$ cat src/qalu_pkg.sv
package qalu_pkg;

    localparam logic [3:0] FN_ADD        = 4'd0;
    localparam logic [3:0] FN_SUB        = 4'd1;
    localparam logic [3:0] FN_MUL        = 4'd2;
    localparam logic [3:0] FN_DIV        = 4'd3;
    localparam logic [3:0] FN_MIN        = 4'd4;
    localparam logic [3:0] FN_MAX        = 4'd5;
    localparam logic [3:0] FN_INC        = 4'd6;
    localparam logic [3:0] FN_DEC        = 4'd7;
    localparam logic [3:0] FN_INT_TO_FIX = 4'd8;
    localparam logic [3:0] FN_FIX_TO_INT = 4'd9;
    localparam logic [3:0] FN_COMPARE    = 4'd10;

    localparam int WORD_W = 32;

    typedef struct packed {
        logic [3:0]               func;
        logic signed [WORD_W-1:0] operand_a;
        logic signed [WORD_W-1:0] operand_b;
    } req_t;

    typedef struct packed {
        logic signed [WORD_W-1:0] result_value;
        logic                     a_less;
        logic                     a_equal;
        logic                     a_greater;
        logic                     overflowed;
        logic                     divide_by_zero;
    } rsp_t;

    typedef struct packed {
        logic [3:0]               func;
        logic                     neg;
        logic signed [WORD_W-1:0] result_value;
        logic                     a_less;
        logic                     a_equal;
        logic                     a_greater;
        logic                     overflowed;
        logic                     divide_by_zero;
    } meta_t;

endpackage

$ cat src/qalu_back.sv
module qalu_back
    import qalu_pkg::*;
#(
    parameter int NUM_W = 40
)
(
    input  logic              clk,
    input  logic              rst_n,
    input  logic              in_valid,
    output logic              in_ready,
    input  meta_t             in_meta,
    input  logic [NUM_W-1:0]  in_num,
    input  logic [WORD_W-1:0] in_rem,
    input  logic [WORD_W-1:0] in_den,
    output logic              rsp_valid,
    input  logic              rsp_ready,
    output rsp_t              rsp_data
);

    localparam int Q_W = NUM_W + 1;
    localparam logic [Q_W-1:0] POS_LIM = Q_W'({1'b0, {31{1'b1}}});
    localparam logic [Q_W-1:0] NEG_LIM = Q_W'({1'b1, 31'b0});

    logic             valid_reg;
    rsp_t             rsp_reg;
    rsp_t             rsp_next;
    logic             round_up;
    logic [Q_W-1:0]   q_div;

    assign round_up = {in_rem, 1'b0} >= {1'b0, in_den};
    assign q_div    = {1'b0, in_num} + Q_W'(round_up);

    always_comb
    begin
        rsp_next.result_value   = in_meta.result_value;
        rsp_next.a_less         = in_meta.a_less;
        rsp_next.a_equal        = in_meta.a_equal;
        rsp_next.a_greater      = in_meta.a_greater;
        rsp_next.overflowed     = in_meta.overflowed;
        rsp_next.divide_by_zero = in_meta.divide_by_zero;
        if (in_meta.func == FN_DIV && !in_meta.divide_by_zero)
        begin
            if (in_meta.neg)
            begin
                rsp_next.overflowed   = q_div > NEG_LIM;
                rsp_next.result_value = (q_div > NEG_LIM) ? 32'sh8000_0000
                                                          : -q_div[WORD_W-1:0];
            end
            else
            begin
                rsp_next.overflowed   = q_div > POS_LIM;
                rsp_next.result_value = (q_div > POS_LIM) ? 32'sh7FFF_FFFF
                                                          : q_div[WORD_W-1:0];
            end
        end
    end

    assign in_ready = !valid_reg || rsp_ready;

    always_ff @(posedge clk or negedge rst_n)
    begin
        if (!rst_n)
        begin
            valid_reg <= 1'b0;
        end
        else if (in_ready)
        begin
            valid_reg <= in_valid;
        end
    end

    always_ff @(posedge clk)
    begin
        if (in_valid && in_ready)
        begin
            rsp_reg <= rsp_next;
        end
    end

    assign rsp_valid = valid_reg;
    assign rsp_data  = rsp_reg;

endmodule

$ cat config.mk
export PLATFORM = sky130hd
export DESIGN_NAME = qalu_back
export DESIGN_NICKNAME = d
export VERILOG_FILES = /design/src/qalu_pkg.sv /design/src/qalu_back.sv
export SDC_FILE = /design/constraint.sdc
export NUM_CORES = 1
export LEC_CHECK = 0
export BUFFER_PORTS_ARGS = -buffer_cell sky130_fd_sc_hd__buf_2
export CAP_MARGIN = 20
export CORE_AREA = 2 2 116 118
export DETAILED_ROUTE_END_ITERATION = 7
export DIE_AREA = 0 0 118 120
export PLACE_DENSITY = 0.66
export SYNTH_ARGS = -nofsm -noshare
export SYNTH_HDL_FRONTEND = slang
export SYNTH_SLANG_ARGS = --single-unit
$ cat constraint.sdc
create_clock -name clk -period 4.25 [get_ports clk]
set_input_delay 0.85 -clock clk [delete_from_list [all_inputs] [get_ports clk]]
set_output_delay 0.85 -clock clk [all_outputs]
set_load 0.005 [all_outputs]
==> flow_summary.yaml <==
run_status:
  outcome: "complete, but fails checks"
  violations: "setup timing"
route:
  via_per_inst: 5.31
  wl_per_cell_um: 14.4
  wl_um: 16100
  dr_total_vias: 5931
  ant_nets: 0
  drt_iter0_markers: 463
  dr.pass1.iters: 5
  drcViolationCount: 0
placement:
  place_inst: 1092
  port_buffers: 188
  pre_cts_slack_ns: -1.21
  gp_congestion: 0.890
  hpwlAfterDp_um: 12700
  placement.cell_area_um2: 6920
worst_setup_path:
  critical_path.cell_chain: "buf_8 -> ha_4 -> nor2b_4 -> o21a_1 -> o21a_1 -> o21a_1 -> o21a_1 -> o21ai_1 -> a21oi_1 -> o211ai_1 -> o211ai_1 -> ha_2 -> ha_4 -> inv_2 -> ha_4 -> inv_2 -> or3_1 -> o22ai_2 -> o311ai_2 -> or4_4 -> o41ai_4 -> and2_4 -> a31oi_1 -> mux2_2"
  reg2reg_slack_ns: 2.87
  worst_path_most_repeated_cell: "o21a_1"
  crit_required_ns: 4.28
  critical_path.startpoint: "in_rem[0]"
  endpoint_kind: "flop"
  rr_worst_depth: 3
  crit_path_end: "rsp_data[36]"
  r2r_start: "rsp_valid"
  timing.rr.end: "rsp_data[14]"
  crit_path_start_kind: "input port"
  cp.arrival_ns: 5.08
  cp_slowest_stage_delay_ns: 0.49
  critical_path_class: "input port to flop"
  slowest_stage: "or4_4"
  crit_fanout: 5
yosys:
  syn_area_per_cell_um2: 7.63
  synth_area_um2: 4920
  synth_cell_types: 65
  synth_area_leaders: "edfxtp_1 23%, ha_1 8.9%, a21oi_1 5.4%"
  yosys_warnings: 0
  synth_edf_count: 37
  synth_most_common_cell: "nor2_1"
  synthFlopType: "edfxtp_1"
  synth-async-reset-ratio: 0.0263
  synth-seq-area-share: 0.231
  synth_top_area_share: 0.226
  yosysTopAreaCell: "edfxtp_1"
  synthTopCellsByCount: "56 x nor2_1, 53 x a21oi_1, 52 x nand2_1"
  synth_nets: 830
  synthCells: 645
  ys_ff_latch: 38
clock_tree:
  tritoncts: "done"
  cts_buffers: 5
  clock-sinks: 38
  cts_root_buf: "clkbuf_16"
  path_clk_slew_ns: 0.05
  htreeDepth: 2
  clkLatencyLatePin_ns: 0.28
  clockBufferDepth: 2
global_route:
  use_met1: 0.307
  antenna_found_initial: 0
  grtUsageMet2: 0.360
  grt_first_pass_wirelength_um: 26000
  grt_pass1_vias: 5506
  grt_max_degree: 40
  gr-max-usage-layer: "met2"
  gr-total-overflow: 0
  use_met3: 0.0252
  track_usage: 0.220
die:
  initial_core_util: 0.379
  num_rows: 42
  num_io_pins: 189
  fp.dieH_um: 120
  die_x_um: 118
  dieArea_um2: 14200
  core_area_um2: 13000
pwr:
  intPower_uw: 885
  switching_share: 0.301
  comb_power_share: 0.377
  power.total_mw: 1.26
  seq_power_share: 0.350
  peakVddDrop_uv: 138
  p_leak_nw: 3.27
  power_density_nw_per_um2: 168
  p_sw_uw: 380
  power_frac_clock: 0.272
min_path:
  hp-class: "input port to async pin"
cells_and_area:
  nets: 1124
  n_antenna_cell: 0
  design_area_um2: 7540
  final_util: 0.581
  stdcell_count: 1116
  areaGrowthSynthToFinish_pct: 53.3
  final_layout_size_suffix_gt1_frac: 0.433
sta:
  finalSetupTns_ns: -24.01
  hold_ws_ns: 0.338
  setup_viol: 33
  clock_skew_ns: 0.00305
  max_freq_mhz: 198
  min_period_ns: 5.05
  finalMaxSlewViolations: 0
  relSlewSlack: 0.503
  max_slew.worst_pin.slew_ns: 0.739
  period_share: 1.19
  hold_viol_final: 0
  fin_ws_ns: -0.802
  grt_setup_unrepaired: "true"
run:
  drv_cap: 0
## kinds of logic after synthesis
family,after synthesis,synth area share
mux,9,0.0188
flops,38,0.231
fa+ha+maj,35,0.0890
compound gates,165,0.208
xor+xnor,43,0.0765
simple gates,273,0.300
buf+inv,82,0.0765
## power groups by stage
stage	Combinational [mW]	Sequential, mW	Clock [mW]
after floorplan	0.232	0.455	0
after global placement	0.440	0.450	0
after detailed placement	0.444	0.451	0
after CTS	0.462	0.443	0.350
after global routing	0.524	0.445	0.370
final	0.477	0.443	0.344
## layer usage
| metal | vias up | part of all wire |
|---|---|---|
| met5 | - | 0 |
| met4 | 0 | 0.021 |
| met3 | 32 | 0.057 |
| met2 | 257 | 0.46 |
| met1 | 2636 | 0.46 |
| li1 | 3006 | - |
## worst max-delay path, delay by kind of cell
| family | cells | cell delay [ns] |
|---|---|---|
| compound gates | 12 | 1.77 |
| fa+ha+maj | 4 | 0.80 |
| buf+inv | 3 | 0.19 |
| mux | 1 | 0.27 |
| simple gates | 4 | 1.22 |
## final cells by class
type | count | area, um^2
flip-flops and latches | 38 | 1140
repair buffers | 323 | 2050
well taps | 176 | 220
inverters | 45 | 174
multi-input cells | 526 | 3820
fillers | 1201 | 5440
clock buffers | 8 | 136
## layout by cell type (no fill, tap or decap), types with 6 or more instances in the layout
master,count
edfxtp_1,37
nor3_1,21
o21a_1,9
buf_6,9
nand4_1,33
nand3_1,19
inv_1,42
nor2_1,54
nand2_1,48
mux2i_1,7
a31oi_1,8
o21ai_1,16
and4_1,8
a21oi_2,11
xor2_1,10
and3_1,7
a21o_1,7
buf_4,123
nor4_1,12
buf_2,186
o21ai_0,22
ha_1,31
o31ai_1,6
nor4_2,11
a21oi_1,42
xnor2_1,29
## how the worst min path moves through the flow
| stage | startpoint | end | slack [ns] | cells past startpoint |
|---|---|---|---|---|
| final | rst_n | rsp_valid | 0.34 | 1 |
| after global routing | rst_n | rsp_valid | 0.34 | 1 |
| after CTS | rst_n | rsp_valid | 0.34 | 1 |
| after detailed placement | rsp_valid | rsp_valid | 0.52 | 2 |
| after global placement | rsp_valid | rsp_valid | 0.51 | 2 |
| after floorplan | rsp_valid | rsp_valid | 0.54 | 2 |
## registers in the layout (all words and copies together), names as in the netlist
signal	count
rsp_valid	1
rsp_data	37
## timing repair
action / in CTS / in global routing
hold buffers: 0 / 0
gates cloned: 4 / 1
buffers inserted: 7 / 7
setup endpoints to repair: 33 / 33
endpoints found under the hold margin: 0 / 0
resized for setup: 51 / 32
pin swaps: 14 / 17
No activity file was read; power rests on OpenSTA's default activity.
