`src/qalu_pkg.sv`:
```
package qalu_pkg;

    localparam logic [3:0] FN_ADD        = 4'd0;
    localparam logic [3:0] FN_SUB        = 4'd1;
    localparam logic [3:0] FN_MUL        = 4'd2;
    localparam logic [3:0] FN_DIV        = 4'd3;
    localparam logic [3:0] FN_MIN        = 4'd4;
    localparam logic [3:0] FN_MAX        = 4'd5;
    localparam logic [3:0] FN_INC        = 4'd6;
    localparam logic [3:0] FN_DEC        = 4'd7;
    localparam logic [3:0] FN_INT_TO_FIX = 4'd8;
    localparam logic [3:0] FN_FIX_TO_INT = 4'd9;
    localparam logic [3:0] FN_COMPARE    = 4'd10;

    localparam int WORD_W = 32;

    typedef struct packed {
        logic [3:0]               func;
        logic signed [WORD_W-1:0] operand_a;
        logic signed [WORD_W-1:0] operand_b;
    } req_t;

    typedef struct packed {
        logic signed [WORD_W-1:0] result_value;
        logic                     a_less;
        logic                     a_equal;
        logic                     a_greater;
        logic                     overflowed;
        logic                     divide_by_zero;
    } rsp_t;

    typedef struct packed {
        logic [3:0]               func;
        logic                     neg;
        logic signed [WORD_W-1:0] result_value;
        logic                     a_less;
        logic                     a_equal;
        logic                     a_greater;
        logic                     overflowed;
        logic                     divide_by_zero;
    } meta_t;

endpackage

```
`src/qalu_front.sv`:
```
module qalu_front
    import qalu_pkg::*;
#(
    parameter int FRAC_BITS = 8,
    parameter int NUM_W     = 32 + FRAC_BITS
)
(
    input  logic              clk,
    input  logic              rst_n,
    input  logic              req_valid,
    output logic              req_ready,
    input  req_t              req_data,
    output logic              out_valid,
    input  logic              out_ready,
    output meta_t             out_meta,
    output logic [NUM_W-1:0]  out_num,
    output logic [WORD_W-1:0] out_den
);

    localparam logic [63:0] HALF     = 64'(1) << (FRAC_BITS - 1);
    localparam logic [63:0] POS_LIM  = 64'h0000_0000_7FFF_FFFF;
    localparam logic [63:0] NEG_LIM  = 64'h0000_0000_8000_0000;

    logic              s1_valid_reg;
    meta_t             s1_meta_reg;
    meta_t             s1_meta_next;
    logic [63:0]       s1_prod_reg;
    logic [NUM_W-1:0]  s1_num_reg;
    logic [WORD_W-1:0] s1_den_reg;
    logic              s1_ready;

    logic              s2_valid_reg;
    meta_t             s2_meta_reg;
    meta_t             s2_meta_next;
    logic [NUM_W-1:0]  s2_num_reg;
    logic [WORD_W-1:0] s2_den_reg;
    logic              s2_ready;

    logic signed [WORD_W-1:0] a;
    logic signed [WORD_W-1:0] b;
    logic [WORD_W-1:0]        mag_a;
    logic [WORD_W-1:0]        mag_b;
    logic [WORD_W:0]          sum;
    logic [WORD_W:0]          diff;
    logic [FRAC_BITS:0]       a_top;
    logic [63:0]              prod_next;
    logic [63:0]              q_mul;

    assign a     = req_data.operand_a;
    assign b     = req_data.operand_b;
    assign mag_a = a[WORD_W-1] ? (~a + 32'd1) : a;
    assign mag_b = b[WORD_W-1] ? (~b + 32'd1) : b;
    assign sum   = {a[WORD_W-1], a} + {b[WORD_W-1], b};
    assign diff  = {a[WORD_W-1], a} - {b[WORD_W-1], b};
    assign a_top = a[WORD_W-1:WORD_W-1-FRAC_BITS];
    assign prod_next = mag_a * mag_b;

    always_comb
    begin
        s1_meta_next                = '0;
        s1_meta_next.func           = req_data.func;
        s1_meta_next.neg            = a[WORD_W-1] ^ b[WORD_W-1];
        s1_meta_next.a_less         = a < b;
        s1_meta_next.a_equal        = a == b;
        s1_meta_next.a_greater      = a > b;
        case (req_data.func)
            FN_ADD:
            begin
                s1_meta_next.result_value = sum[WORD_W-1:0];
                s1_meta_next.overflowed   = sum[WORD_W] ^ sum[WORD_W-1];
            end
            FN_SUB:
            begin
                s1_meta_next.result_value = diff[WORD_W-1:0];
                s1_meta_next.overflowed   = diff[WORD_W] ^ diff[WORD_W-1];
            end
            FN_DIV:
            begin
                s1_meta_next.divide_by_zero = b == 0;
            end
            FN_MIN:
            begin
                s1_meta_next.result_value = (a > b) ? b : a;
            end
            FN_MAX:
            begin
                s1_meta_next.result_value = (a < b) ? b : a;
            end
            FN_INC:
            begin
                s1_meta_next.result_value = a + 32'sd1;
                s1_meta_next.overflowed   = a == 32'sh7FFF_FFFF;
            end
            FN_DEC:
            begin
                s1_meta_next.result_value = a - 32'sd1;
                s1_meta_next.overflowed   = a == 32'sh8000_0000;
            end
            FN_INT_TO_FIX:
            begin
                s1_meta_next.result_value = a << FRAC_BITS;
                s1_meta_next.overflowed   = !((&a_top) || !(|a_top));
            end
            FN_FIX_TO_INT:
            begin
                s1_meta_next.result_value = a >>> FRAC_BITS;
            end
            default:
            begin
                s1_meta_next.result_value = '0;
            end
        endcase
    end

    assign s1_ready  = !s1_valid_reg || s2_ready;
    assign req_ready = s1_ready;

    always_ff @(posedge clk or negedge rst_n)
    begin
        if (!rst_n)
        begin
            s1_valid_reg <= 1'b0;
        end
        else if (s1_ready)
        begin
            s1_valid_reg <= req_valid;
        end
    end

    always_ff @(posedge clk)
    begin
        if (req_valid && s1_ready)
        begin
            s1_meta_reg <= s1_meta_next;
            s1_prod_reg <= prod_next;
            s1_num_reg  <= {mag_a, {FRAC_BITS{1'b0}}};
            s1_den_reg  <= mag_b;
        end
    end

    assign q_mul = (s1_prod_reg + HALF) >> FRAC_BITS;

    always_comb
    begin
        s2_meta_next = s1_meta_reg;
        if (s1_meta_reg.func == FN_MUL)
        begin
            if (s1_meta_reg.neg)
            begin
                s2_meta_next.overflowed   = q_mul > NEG_LIM;
                s2_meta_next.result_value = (q_mul > NEG_LIM) ? 32'sh8000_0000
                                                              : -q_mul[WORD_W-1:0];
            end
            else
            begin
                s2_meta_next.overflowed   = q_mul > POS_LIM;
                s2_meta_next.result_value = (q_mul > POS_LIM) ? 32'sh7FFF_FFFF
                                                              : q_mul[WORD_W-1:0];
            end
        end
    end

    assign s2_ready = !s2_valid_reg || out_ready;

    always_ff @(posedge clk or negedge rst_n)
    begin
        if (!rst_n)
        begin
            s2_valid_reg <= 1'b0;
        end
        else if (s2_ready)
        begin
            s2_valid_reg <= s1_valid_reg;
        end
    end

    always_ff @(posedge clk)
    begin
        if (s1_valid_reg && s2_ready)
        begin
            s2_meta_reg <= s2_meta_next;
            s2_num_reg  <= s1_num_reg;
            s2_den_reg  <= s1_den_reg;
        end
    end

    assign out_valid = s2_valid_reg;
    assign out_meta  = s2_meta_reg;
    assign out_num   = s2_num_reg;
    assign out_den   = s2_den_reg;

endmodule

```
`config.mk`:
```
export PLATFORM = sky130hd
export DESIGN_NAME = qalu_front
export DESIGN_NICKNAME = d
export VERILOG_FILES = /design/src/qalu_pkg.sv /design/src/qalu_front.sv
export SDC_FILE = /design/constraint.sdc
export NUM_CORES = 2
export LEC_CHECK = 0
export ABC_AREA = 1
export ABC_CLOCK_PERIOD_IN_PS = 14500
export BUFFER_PORTS_ARGS = -buffer_cell sky130_fd_sc_hd__buf_4
export CORE_UTILIZATION = 50
export CTS_CLUSTER_DIAMETER = 150
export DETAILED_ROUTE_END_ITERATION = 16
export PLACE_DENSITY = 0.75
export REMOVE_ABC_BUFFERS = 1
export SETUP_SLACK_MARGIN = 0.02
export SLEW_MARGIN = 20
export SYNTH_ARGS = -nofsm -noshare
export SYNTH_HDL_FRONTEND = slang
export SYNTH_SLANG_ARGS = --single-unit
```
`constraint.sdc`:
```
create_clock -name clk -period 14.5 [get_ports clk]
set_input_delay 3.625 -clock clk [delete_from_list [all_inputs] [get_ports clk]]
set_output_delay 3.625 -clock clk [all_outputs]
set_load 0.01 [all_outputs]
```
==> qor.yml <==
synth_top_area_frac: 0.329
post-route-period-util: 0.920
hold_slack_ps: 416
num_rows: 120
avgSynthCellArea_um2: 7.66
critPathKind: "input port to flip-flop"
ys.warnings.count: 0
die_w_um: 333
start_util: 0.508
crit_path_max_fanout: 11
grt_max_degree: 77
htreeDepth: 2
cpPeakStageDelay_ps: 600
tns_ps: 0
synth.mux.area_fraction: 0
hold_class: "flip-flop to flip-flop"
wl_per_cell_um: 27.2
antenna_found_initial: 18
r2r_start: "s1_prod_reg[7]"
synth_seq_cells: 271
required_ps: 14890
cts_sinks: 271
postRouteAntennaNets: 0
synth_edf_count: 269
cts_tree: "yes"
seq_area_frac_synth: 0.149
crit_buf_inv: 5
clockBufferDepth: 3
rsz0062_at_grt: "no"
route.detailed.drc: 0
critPathLaunchType: "input port"
synth_area_leaders: "fa_1 33%, edfxtp_1 15%, nand2_1 11%, inv_1 10%, ha_1 8.2%"
synth-async-reset-ratio: 0.00738
syn_area_um2: 54700
crit_family: "adder cells"
end_kind: "flip-flop"
layout.nets: 8568
path_clk_slew_ps: 70
cts_inserted_buffers: 36
nFillCells: 10200
root_buffer: "clkbuf_16"
groute.usage.overall: 0.425
vias: 51600
insertion_delay_ps: 640
viasPerCell: 5.95
min_from: "s1_den_reg[10]"
drive_gt1_frac: 0.0650
syn_inst: 7139
largest_reg_flops: 57
drv_slew: 0
status: "finished, final reports clean"
skew_ps: 19.2
setup.worst_path.start: "req_data[32]"
synth_compound_area_frac: 0.0714
die_area_um2: 111000
synth_ff_type: "edfxtp_1"
io_buffers: 179
overflow: 0
synth_simple_gate_area_frac: 0.230
synthToLayoutAreaGrowth_pct: 7.95
cap_violations: 0
synth_top_family_by_area: "adder cells"
relSlewSlack: 0.119
cp.arrival_ps: 13730
synth_xor_area_frac: 0.0163
chipHeight_um: 333
drtPass1Iterations: 8
yosysUniqueCellTypes: 59
pin_count: 188
yosysTopAreaCell: "fa_1"
tightest_slew_ps: 1320
setup_violations: 0
min_period_ps: 13340
cpMaxStageDelayCell: "fa_1"
max_freq_mhz: 75.0
first_iter_violations: 6359
place_hpwl_um: 186000
cts-resized-gates: 0
hold_buffers: 0
grt_pass1_wl_um: 341000
postCtsSetupBuffers: 0
grt_pass1_vias: 51200
yosys.area_share.adder: 0.411
core_area_um2: 108000
cp_common_cell: "fa_1"
routabilityCongestion: 1.08
routed_wl_um: 236000
hold_viol: 0
## worst paths after layout
check                      cells past startpoint               to  slack (ps)
max                                           34  s1_prod_reg[61]        1160
min                                            0      out_den[10]         420
max reg2reg                                   16     out_meta[29]       10680
min reg2reg                                    0      out_den[10]         420
max in group asynchronous                      1        out_valid       11650
min in group asynchronous                      1     s1_valid_reg        2760
## cell families (layout without fill, tap and decap cells)
| kind of cell | count (synthesis) | after routing |
|---|---|---|
| AO/OA/AOI/OAI | 685 | 685 |
| XOR/XNOR | 100 | 100 |
| adder cells (fa/ha/maj) | 1257 | 1257 |
| buffers and inverters | 1744 | 1862 |
| flip-flops | 271 | 271 |
| other | 1 | 9 |
| AND/OR/NAND/NOR | 3081 | 3081 |
## metrics by stage
step	setup WS, ps	cells	utilization	cell area [um2]
detailed placement	813	8604	0.537	57900
finish	1160	8668	0.548	59100
floorplan	1980	6895	-	53600
global route	894	8667	0.548	59100
CTS	1450	8667	0.548	59100
global placement	938	8604	0.537	57900
## layout make-up
class	count	area [um2]	area share
Inverter	1493	5610	0.0950
Clock inverter	23	279	0.00472
Tap cell	1403	1760	0.0297
Sequential cell	271	8130	0.138
Multi-Input combinational cell	5131	40000	0.678
Timing Repair Buffer	306	2320	0.0393
Antenna cell	1	2.50	0.0000424
Clock buffer	40	916	0.0155
## cells in the mapped netlist, types with 21 or more instances
cell,n
o211ai_1,64
nor3_1,36
inv_1,1472
a31oi_1,26
fa_1,898
clkbuf_1,167
nand2_1,1582
nor2_1,967
nor2_2,22
ha_1,359
xor2_1,78
edfxtp_1,269
nand4_1,82
o21a_1,30
o21bai_1,21
o21ai_0,202
a21oi_1,281
buf_2,56
nand3_1,294
## layout by cell type (no fill, tap or decap), drive strengths merged, types with 3 or more instances in the layout
| cell type | count |
|---|---|
| nor4 | 20 |
| clkinv | 23 |
| clkbuf | 40 |
| a21boi | 6 |
| a221oi | 5 |
| and3 | 7 |
| o211ai | 64 |
| o21bai | 21 |
| ha | 359 |
| nor3 | 39 |
| o22ai | 8 |
| inv | 1489 |
| nand3b | 14 |
| xor2 | 80 |
| nor2 | 996 |
| a21o | 11 |
| bufinv | 3 |
| o2111ai | 5 |
| edfxtp | 269 |
| nand3 | 300 |
| conb | 8 |
| o21ai | 211 |
| and2 | 3 |
| o311ai | 3 |
| a31oi | 26 |
| o21a | 30 |
| o221ai | 4 |
| nand2 | 1596 |
| buf | 306 |
| nand4 | 83 |
| fa | 898 |
| or2 | 19 |
| xnor2 | 20 |
| a21oi | 282 |
## metal layers
metal / up-vias / wire length [um] / GRT usage
li1: 22000 / - / -
met1: 25300 / 90200 / 0.560
met2: 3376 / 99900 / 0.633
met3: 852 / 29100 / 0.118
met4: 24 / 16100 / 0.236
met5: - / 207 / 0
## worst register-to-register path, delay by kind of cell, from the launching register on
family                     cells  cell delay [ps]
and+or+nand+nor               15             2870
DFF                            1              420
adders and majority gates      1              270
Power is not shown: default switching activity piles up to over one toggle a cycle in this logic, so the estimate is an artifact.
