### src/qalu_pkg.sv
package qalu_pkg;

    localparam logic [3:0] FN_ADD        = 4'd0;
    localparam logic [3:0] FN_SUB        = 4'd1;
    localparam logic [3:0] FN_MUL        = 4'd2;
    localparam logic [3:0] FN_DIV        = 4'd3;
    localparam logic [3:0] FN_MIN        = 4'd4;
    localparam logic [3:0] FN_MAX        = 4'd5;
    localparam logic [3:0] FN_INC        = 4'd6;
    localparam logic [3:0] FN_DEC        = 4'd7;
    localparam logic [3:0] FN_INT_TO_FIX = 4'd8;
    localparam logic [3:0] FN_FIX_TO_INT = 4'd9;
    localparam logic [3:0] FN_COMPARE    = 4'd10;

    localparam int WORD_W = 32;

    typedef struct packed {
        logic [3:0]               func;
        logic signed [WORD_W-1:0] operand_a;
        logic signed [WORD_W-1:0] operand_b;
    } req_t;

    typedef struct packed {
        logic signed [WORD_W-1:0] result_value;
        logic                     a_less;
        logic                     a_equal;
        logic                     a_greater;
        logic                     overflowed;
        logic                     divide_by_zero;
    } rsp_t;

    typedef struct packed {
        logic [3:0]               func;
        logic                     neg;
        logic signed [WORD_W-1:0] result_value;
        logic                     a_less;
        logic                     a_equal;
        logic                     a_greater;
        logic                     overflowed;
        logic                     divide_by_zero;
    } meta_t;

endpackage

### src/qalu_div_cell.sv
module qalu_div_cell
    import qalu_pkg::*;
#(
    parameter int NUM_W = 40
)
(
    input  logic              clk,
    input  logic              rst_n,
    input  logic              in_valid,
    output logic              in_ready,
    input  meta_t             in_meta,
    input  logic [NUM_W-1:0]  in_num,
    input  logic [WORD_W-1:0] in_rem,
    input  logic [WORD_W-1:0] in_den,
    output logic              out_valid,
    input  logic              out_ready,
    output meta_t             out_meta,
    output logic [NUM_W-1:0]  out_num,
    output logic [WORD_W-1:0] out_rem,
    output logic [WORD_W-1:0] out_den
);

    logic              valid_reg;
    meta_t             meta_reg;
    logic [NUM_W-1:0]  num_reg;
    logic [NUM_W-1:0]  num_next;
    logic [WORD_W-1:0] rem_reg;
    logic [WORD_W-1:0] rem_next;
    logic [WORD_W-1:0] den_reg;
    logic [WORD_W:0]   trial;
    logic [WORD_W:0]   trial_sub;
    logic              fits;

    assign trial     = {in_rem, in_num[NUM_W-1]};
    assign trial_sub = trial - {1'b0, in_den};
    assign fits      = trial >= {1'b0, in_den};
    assign rem_next  = fits ? trial_sub[WORD_W-1:0] : trial[WORD_W-1:0];
    assign num_next  = {in_num[NUM_W-2:0], fits};

    assign in_ready = !valid_reg || out_ready;

    always_ff @(posedge clk or negedge rst_n)
    begin
        if (!rst_n)
        begin
            valid_reg <= 1'b0;
        end
        else if (in_ready)
        begin
            valid_reg <= in_valid;
        end
    end

    always_ff @(posedge clk)
    begin
        if (in_valid && in_ready)
        begin
            meta_reg <= in_meta;
            num_reg  <= num_next;
            rem_reg  <= rem_next;
            den_reg  <= in_den;
        end
    end

    assign out_valid = valid_reg;
    assign out_meta  = meta_reg;
    assign out_num   = num_reg;
    assign out_rem   = rem_reg;
    assign out_den   = den_reg;

endmodule

### config.mk
export PLATFORM = sky130hd
export DESIGN_NAME = qalu_div_cell
export DESIGN_NICKNAME = d
export VERILOG_FILES = /design/src/qalu_pkg.sv /design/src/qalu_div_cell.sv
export SDC_FILE = /design/constraint.sdc
export NUM_CORES = 1
export LEC_CHECK = 0
export BUFFER_PORTS_ARGS = -buffer_cell sky130_fd_sc_hd__buf_2
export CAP_MARGIN = 25
export CORE_AREA = 2 2 119 121
export CTS_BUF_LIST = sky130_fd_sc_hd__clkbuf_4
export CTS_CLUSTER_DIAMETER = 100
export DETAILED_ROUTE_END_ITERATION = 12
export DIE_AREA = 0 0 121 123
export GPL_TIMING_DRIVEN = 0
export MAX_ROUTING_LAYER = met4
export PLACE_DENSITY_LB_ADDON = 0.25
export SLEW_MARGIN = 20
export SYNTH_ARGS = -nofsm -noshare
export SYNTH_HDL_FRONTEND = slang
export SYNTH_SLANG_ARGS = --single-unit
export TNS_END_PERCENT = 100
### constraint.sdc
create_clock -name clk -period 9.7 [get_ports clk]
set_input_delay 0.97 -clock clk [delete_from_list [all_inputs] [get_ports clk]]
set_output_delay 0.97 -clock clk [all_outputs]
set_load 0.01 [all_outputs]
==> results of run 1 <==
## final cells by class
class	count	area (um^2)	area share, %
Antenna cell	2	5.00	0.0578
Multi-Input combinational cell	292	2000	23.1
Sequential cell	147	4410	50.9
Tap cell	180	225	2.60
Clock inverter	13	110	1.27
Inverter	38	143	1.65
Clock buffer	18	135	1.56
Buffer	18	90.1	1.04
Timing Repair Buffer	299	1540	17.8
## worst min path at each step
stage	endpoint	start	cells after the start
3_3_place_gp	out_valid$_DFFE_PN0N_	out_valid$_DFFE_PN0N_	2
5_1_grt	out_valid$_DFFE_PN0N_	rst_n	1
4_1_cts	out_valid$_DFFE_PN0N_	rst_n	1
3_5_place_dp	out_valid$_DFFE_PN0N_	out_valid$_DFFE_PN0N_	2
6_report	out_valid$_DFFE_PN0N_	rst_n	1
2_1_floorplan	out_valid$_DFFE_PN0N_	out_valid$_DFFE_PN0N_	2
## worst reg2reg max path: stages (launching register included)
cell and delay (ns):
dfrtp_1 0.41, nand2b_1 0.13, and2_4 0.43, buf_16 0.33
## registers in the layout, summed over array words and instances, names as in the netlist
register   cells
out_den       32
out_num       40
out_meta      42
out_rem       32
out_valid      1
## logic make-up (layout without fill, tap and decap cells)
group | Yosys count | in the layout | synth area share, %
DFF | 147 | 147 | 66.4
AOI/OAI and AO/OA | 119 | 119 | 11.0
and+or+nand+nor | 102 | 102 | 7.30
buffers and inverters | 56 | 386 | 3.51
adders and majority gates | 33 | 33 | 6.33
xor gates and xnor gates | 27 | 27 | 3.56
muxes | 11 | 11 | 1.85
other | 0 | 2 | 0
## power by group through the flow
| stage | combinational, uW | clock [uW] | sequential, uW |
|---|---|---|---|
| final | 281 | 344 | 764 |
| after global routing | 308 | 380 | 768 |
| after CTS | 282 | 357 | 764 |
| after detailed placement | 280 | 0 | 779 |
| after global placement | 269 | 0 | 784 |
| after floorplan | 140 | 0 | 808 |
## cells in the mapped netlist, drive strengths merged (3+ instances only)
library cell / instances
a21o: 12
nor4: 4
ha: 32
o21ai: 18
nand2b: 5
xnor2: 15
o21a: 6
buf: 11
nand3: 8
nor2b: 3
mux2: 10
clkbuf: 7
o211ai: 4
xor2: 12
nor2: 35
nand2: 26
edfxtp: 146
nand4: 8
o21bai: 3
inv: 38
and2: 3
a31oi: 5
a211oi: 4
a21oi: 56
## through the flow
stage          power [uW]  util (%)  setup slack, ns  std cells
2_1_floorplan         948         -             4.64        495
3_3_place_gp         1050      61.3             3.58        972
3_5_place_dp         1060      61.8             5.32        974
4_1_cts              1400      63.6             5.89       1005
5_1_grt              1460      63.6             5.66       1007
6_report             1390      63.6             5.88       1007
## per-layer routing
metal	vias to the layer above	part of all wire, %	GRT usage, %
met5	-	0	-
met4	0	2.4	9.23
met3	31	8.7	7.33
met2	219	51	41.0
met1	2483	37	25.7
li1	2486	-	-
==> summary.txt, run 1 <==
Timing
  • Final setup TNS: 0 ns
  • Tcrit/Tclk final: 39.4%
  • Max_slew headroom: 64.3%
  • Period minus WS final: 3.82 ns
  • Clock Skews: 0.0132 ns
  • Min Hold Slack: 0.177 ns
  • Fmax: 262 MHz
  • Pins over their slew limit: 0
  • RSZ-0062 raised after global routing: no
  • Worst-margin pin slew: 0.530 ns
  • Final setup fails: 0
  • Final Hold Vio Count: 0

Layout
  • Nets: 996
  • Post-route cell area: 8660 um^2
  • Most common cell after layout, fill and taps aside: buf_2
  • Most frequent cells in the layout: buf_2, edfxtp_1, a21oi_1
  • Area growth from synthesis to layout: 30.4%
  • Share of post-route cells with drive strength above 1: 42.7%
  • Fill cells: 1113

Synth
  • Yosys Warn Count: 0
  • Ys flop type: edfxtp_1
  • Register area share after synthesis: 66.4%
  • Syn nets: 678
  • Asr flop ratio synth: 0.680%
  • Mapped Area: 6640 um^2
  • Synth Instances: 495
  • Flops & latches, synth: 147
  • Leading post-synthesis cells by cell area: edfxtp_1, ha_1, a21oi_1
  • Unique masters post-synth: 49
  • Yosys top cell by area: edfxtp_1
  • EDFF count, synth: 146
  • Area share of the largest cell type after synthesis: 66.1%
  • Avg Cell Area, Syn: 13.4 um^2

Floorplanning
  • Effective utilization at floorplan: 48.8%
  • Die area: 14900 um^2
  • Core area: 13600 um^2
  • Chip width: 121 um
  • I/O Pins: 298
  • Rows: 43
  • Die span in y: 123 um

Setup path
  • WP buf/inv: 4
  • Crit Path Max Fanout: 10
  • Worst Setup SP: in_den[11]
  • Crit path max-delay family: compound AO/OA/AOI/OAI gates
  • R2r setup slk: 8.04 ns
  • Worst setup path end: out_rem[13]$_DFFE_PP_
  • Worst r2r dst: out_num[11]$_DFFE_PP_
  • Worst path max stage delay: 0.49 ns
  • CP max stage cell: o31ai_4
  • CP Data Arrival Time: 4.11 ns
  • CP required: 9.99 ns
  • Ordered cell list for the critical path: buf_2 -> inv_1 -> ha_1 -> clkbuf_1 -> nand4_1 -> or4_1 -> a21oi_1 -> nor3_1 -> a211oi_2 -> o21ai_2 -> o31ai_4 -> buf_4 -> mux2_1
  • CP endpoint kind: register
  • WP depth: 13
  • Crit Path Category: input pin to register
  • Crit Reg-Reg Startpoint: out_valid$_DFFE_PN0N_
  • FF-to-FF path depth: 3
  • Crit start category: input pin

Placement
  • GPL Wtd Cong: 0.880
  • PortBufs: 297
  • Cell Area, Placed: 8410 um^2
  • Detailed-placement wirelength estimate: 13.7 mm

Clocking
  • Root buf cell: clkbuf_4
  • Max Buffers Root-to-Sink: 2
  • Post-CTS Resized: 0
  • CTS tree: yes
  • Clock Latency Late Sink: 0.54 ns
  • Hold_buf cts: 0
  • H-Tree Depth: 4
  • Number of setup buffers added after CTS: 0
  • TritonCTS Buffers: 17
  • Worst-path clk slew: 0.12 ns
  • CTS sink cnt: 147

Power
  • Power share of the clock group: 24.8%
  • Cell internal pwr: 1000 uW
  • Peak supply drop: 0.0635 mV
  • Reg power frac: 55.0%
  • Power density cells: 160 nW/um^2
  • Logic pwr share: 20.2%
  • Psw: 389 uW
  • Leakage power: 0.00382 uW
  • Sw frac: 28.0%

GRT
  • Initial antenna violation count: 2
  • GRT Total Usage: 23.7%
  • GR Overflow Total: 0
  • First-pass GRT wire length: 25.7 mm
  • Largest net degree at the start of global routing: 64
  • Number of global-route vias before repair: 5115

Route
  • Detail Route Antenna Nets: 0
  • DR pass1 iterations: 5
  • Remaining DRCs: 0
  • Total number of vias: 5219
  • Drt total wl: 17.6 mm
  • Vias per cell: 5.18
  • WL/cell: 17.5 um
  • Initial detailed-routing violation count: 450

Job
  • Max Cap Viol: 0

Hold path
  • Hold Crit Class: input pin to asynchronous set/reset pin

Status
  • Status: completed
No activity file was read; power rests on OpenSTA's default activity.
==> inputs of run 2 (changes only) <==
--- a/config.mk
+++ b/config.mk
@@ -7,11 +7,11 @@
 export LEC_CHECK = 0
 export BUFFER_PORTS_ARGS = -buffer_cell sky130_fd_sc_hd__buf_2
 export CAP_MARGIN = 25
-export CORE_AREA = 2 2 119 121
+export CORE_AREA = 2 2 126 128
 export CTS_BUF_LIST = sky130_fd_sc_hd__clkbuf_4
 export CTS_CLUSTER_DIAMETER = 100
 export DETAILED_ROUTE_END_ITERATION = 12
-export DIE_AREA = 0 0 121 123
+export DIE_AREA = 0 0 128 130
 export GPL_TIMING_DRIVEN = 0
 export MAX_ROUTING_LAYER = met4
 export PLACE_DENSITY_LB_ADDON = 0.25
==> constraint.sdc (replaced) <==
create_clock -name clk -period 3.15 [get_ports clk]
set_input_delay 0.315 -clock clk [delete_from_list [all_inputs] [get_ports clk]]
set_output_delay 0.315 -clock clk [all_outputs]
set_load 0.01 [all_outputs]
==> run 2 against run 1 <==
  * Worst setup slack got worse by 5.7 ns
  * Design area increased by 15%
  * Core utilization increased by 0.70 points
  * Critical path type unchanged
  * Cell count increased by 13%
  * Critical endpoint is now out_rem[30]$_DFFE_PP_
  * Via count increased by 9.5%
  * Non-clock buffer count increased by 116
==> summary.txt, run 2 (synthesis gave the netlist of run 1 again) <==
Status
  • Status: completed

Power
  • Leakage power: 0.00434 uW (+14%)
  • Power Total: 4620 uW (+230%)
  • Power density cells: 466 nW/um^2 (+190%)
  • Peak supply drop: 0.233 mV (+270%)

Route
  • Length of routed met2 wiring: 10.0 mm (+10%)
  • WL/cell: 17.6 um (+0.52%)
  • Initial detailed-routing violation count: 383 (-15%)
  • Detail Route Antenna Nets: 0 (unchanged)
  • Remaining DRCs: 0 (unchanged)
  • Drt total wl: 20.0 mm (+13%)
  • Top layer in use: met4
  • Vias per cell: 5.03 (-2.9%)
  • M1 wire length: 7.77 mm (+18%)
  • WL met3: 1.46 mm (-5.0%)
  • DR pass1 iterations: 5 (unchanged)
  • Total number of vias: 5714 (+9.5%)

Setup path
  • Crit start category: input pin
  • CP required: 3.47 ns (-6.52 ns)
  • Crit Path Max Fanout: 4 (-6)
  • CP Data Arrival Time: 3.33 ns (-0.78 ns)
  • CP endpoint kind: register
  • Crit Path Category: input pin to register

Timing
  • Pins over their slew limit: 0 (unchanged)
  • Worst-margin pin slew: 0.548 ns (+0.0183 ns)
  • Period minus WS final: 3.01 ns
  • Clock Skews: 0.0359 ns (+0.0227 ns)
  • Min Hold Slack: 0.0496 ns (-0.127 ns)
  • Final Hold Vio Count: 0 (unchanged)
  • Tcrit/Tclk final: 95.5%
  • Max_slew headroom: 63.3% (-1.0 points)
  • Fmax: 332 MHz
  • Setup ws final: 0.140 ns (-5.74 ns)
  • Final setup fails: 0 (unchanged)
  • Final setup TNS: 0 ns (unchanged)

Job
  • Max Cap Viol: 0 (unchanged)

Layout
  • Nets: 1112 (+12%)
  • Most common cell after layout, fill and taps aside: buf_2
  • Area growth from synthesis to layout: 49.4%
  • Most frequent cells in the layout: buf_2, edfxtp_1, dlygate4sd3_1
  • Fill cells: 1221 (+9.7%)
  • Largest register FFs: 42 (unchanged)
  • Post-Route Utilization: 64.3% (+0.70 points)
  • Share of post-route cells with drive strength above 1: 38.1% (-4.6 points)

GRT
  • Initial antenna violation count: 1 (-1)
  • First-pass GRT wire length: 29.6 mm (+15%)
  • GR Overflow Total: 0 (unchanged)
  • Number of global-route vias before repair: 5787 (+13%)
  • Largest net degree at the start of global routing: 49 (-23%)
  • GRT Total Usage: 24.0% (+0.29 points)

Floorplanning
  • I/O Pins: 298 (unchanged)
  • Rows: 46 (+7.0%)
  • Die span in y: 130 um (+5.7%)
  • Die area: 16600 um^2 (+12%)
  • Effective utilization at floorplan: 43.0% (-5.7 points)
  • Chip width: 128 um (+5.8%)
  • Core area: 15400 um^2 (+13%)

Placement
  • Worst slack, placed: -0.634 ns (-5.95 ns)
  • Detailed-placement wirelength estimate: 13.6 mm (-1.0%)
  • PortBufs: 297 (unchanged)
  • GPL Wtd Cong: 0.849 (-3.5%)

Clocking
  • Root buf cell: clkbuf_4
  • TritonCTS Buffers: 17 (unchanged)
  • Clock Latency Late Sink: 0.57 ns (+0.03 ns)
  • Max Buffers Root-to-Sink: 2 (unchanged)
  • CTS tree: yes
  • CTS sink cnt: 147 (unchanged)
  • H-Tree Depth: 4 (unchanged)
  • Worst-path clk slew: 0.14 ns (+0.02 ns)

Hold path
  • Hold Crit Class: input pin to register
[run 2: worst paths after layout]
kind | from | end | slack [ns] | depth (start not counted)
max | in_num[39] | out_rem[30]$_DFFE_PP_ | 0.14 | 13
min | in_rem[12] | out_rem[13]$_DFFE_PP_ | 0.05 | 2
max reg2reg | out_valid$_DFFE_PN0N_ | out_num[30]$_DFFE_PP_ | 1.53 | 3
min reg2reg | out_valid$_DFFE_PN0N_ | out_valid$_DFFE_PN0N_ | 0.61 | 2
max in group asynchronous | rst_n | out_valid$_DFFE_PN0N_ | 2.49 | 3
min in group asynchronous | rst_n | out_valid$_DFFE_PN0N_ | 0.57 | 3
[run 2: power by group]
part | internal [uW] | leakage [uW] | switching, uW | total, uW
Clock | 505 | 0.000159 | 762 | 1270
Combinational | 464 | 0.00278 | 533 | 997
Sequential | 2320 | 0.00140 | 32.2 | 2350
[run 2: critical path, stage by stage]
cell and delay, ns:
buf_2 0.09, inv_1 0.04, ha_1 0.21, fa_1 0.42, nand2b_1 0.18, a21oi_1 0.17, o21ai_0 0.22, o311a_1 0.42
a31oi_2 0.29, a21oi_1 0.20, o41ai_1 0.37, xor2_1 0.11, mux2_1 0.30
[run 2: cell type report]
cell class | instances | area [um^2] | share of cell area, %
Sequential cell | 147 | 4410 | 44.5
Clock buffer | 18 | 135 | 1.36
Clock inverter | 14 | 173 | 1.74
Antenna cell | 1 | 2.50 | 0.0252
Timing Repair Buffer | 418 | 2720 | 27.5
Multi-Input combinational cell | 292 | 2010 | 20.3
Inverter | 38 | 143 | 1.44
Tap cell | 192 | 240 | 2.42
Buffer | 15 | 82.6 | 0.833
[run 2: timing repair]
action,in CTS,in global routing
setup endpoints to repair,1,27
hold buffers,115,1
setup buffers,0,2
resized for setup,0,3
cloned,0,0
endpoints found under the hold margin,115,1
pin swaps,1,1
[run 2: routing by layer]
layer,track usage (%),vias to the layer above
met5,-,-
met4,11.8,0
met3,6.81,65
met2,40.9,278
met1,26.1,2656
li1,-,2715
[run 2: per-stage QoR]
| step | instance area (um^2) | std cells |
|---|---|---|
| 2_1_floorplan | 6640 | 495 |
| 5_1_grt | 9920 | 1135 |
| 4_1_cts | 9890 | 1134 |
| 6_report | 9920 | 1135 |
| 3_5_place_dp | 8430 | 987 |
| 3_3_place_gp | 8370 | 984 |
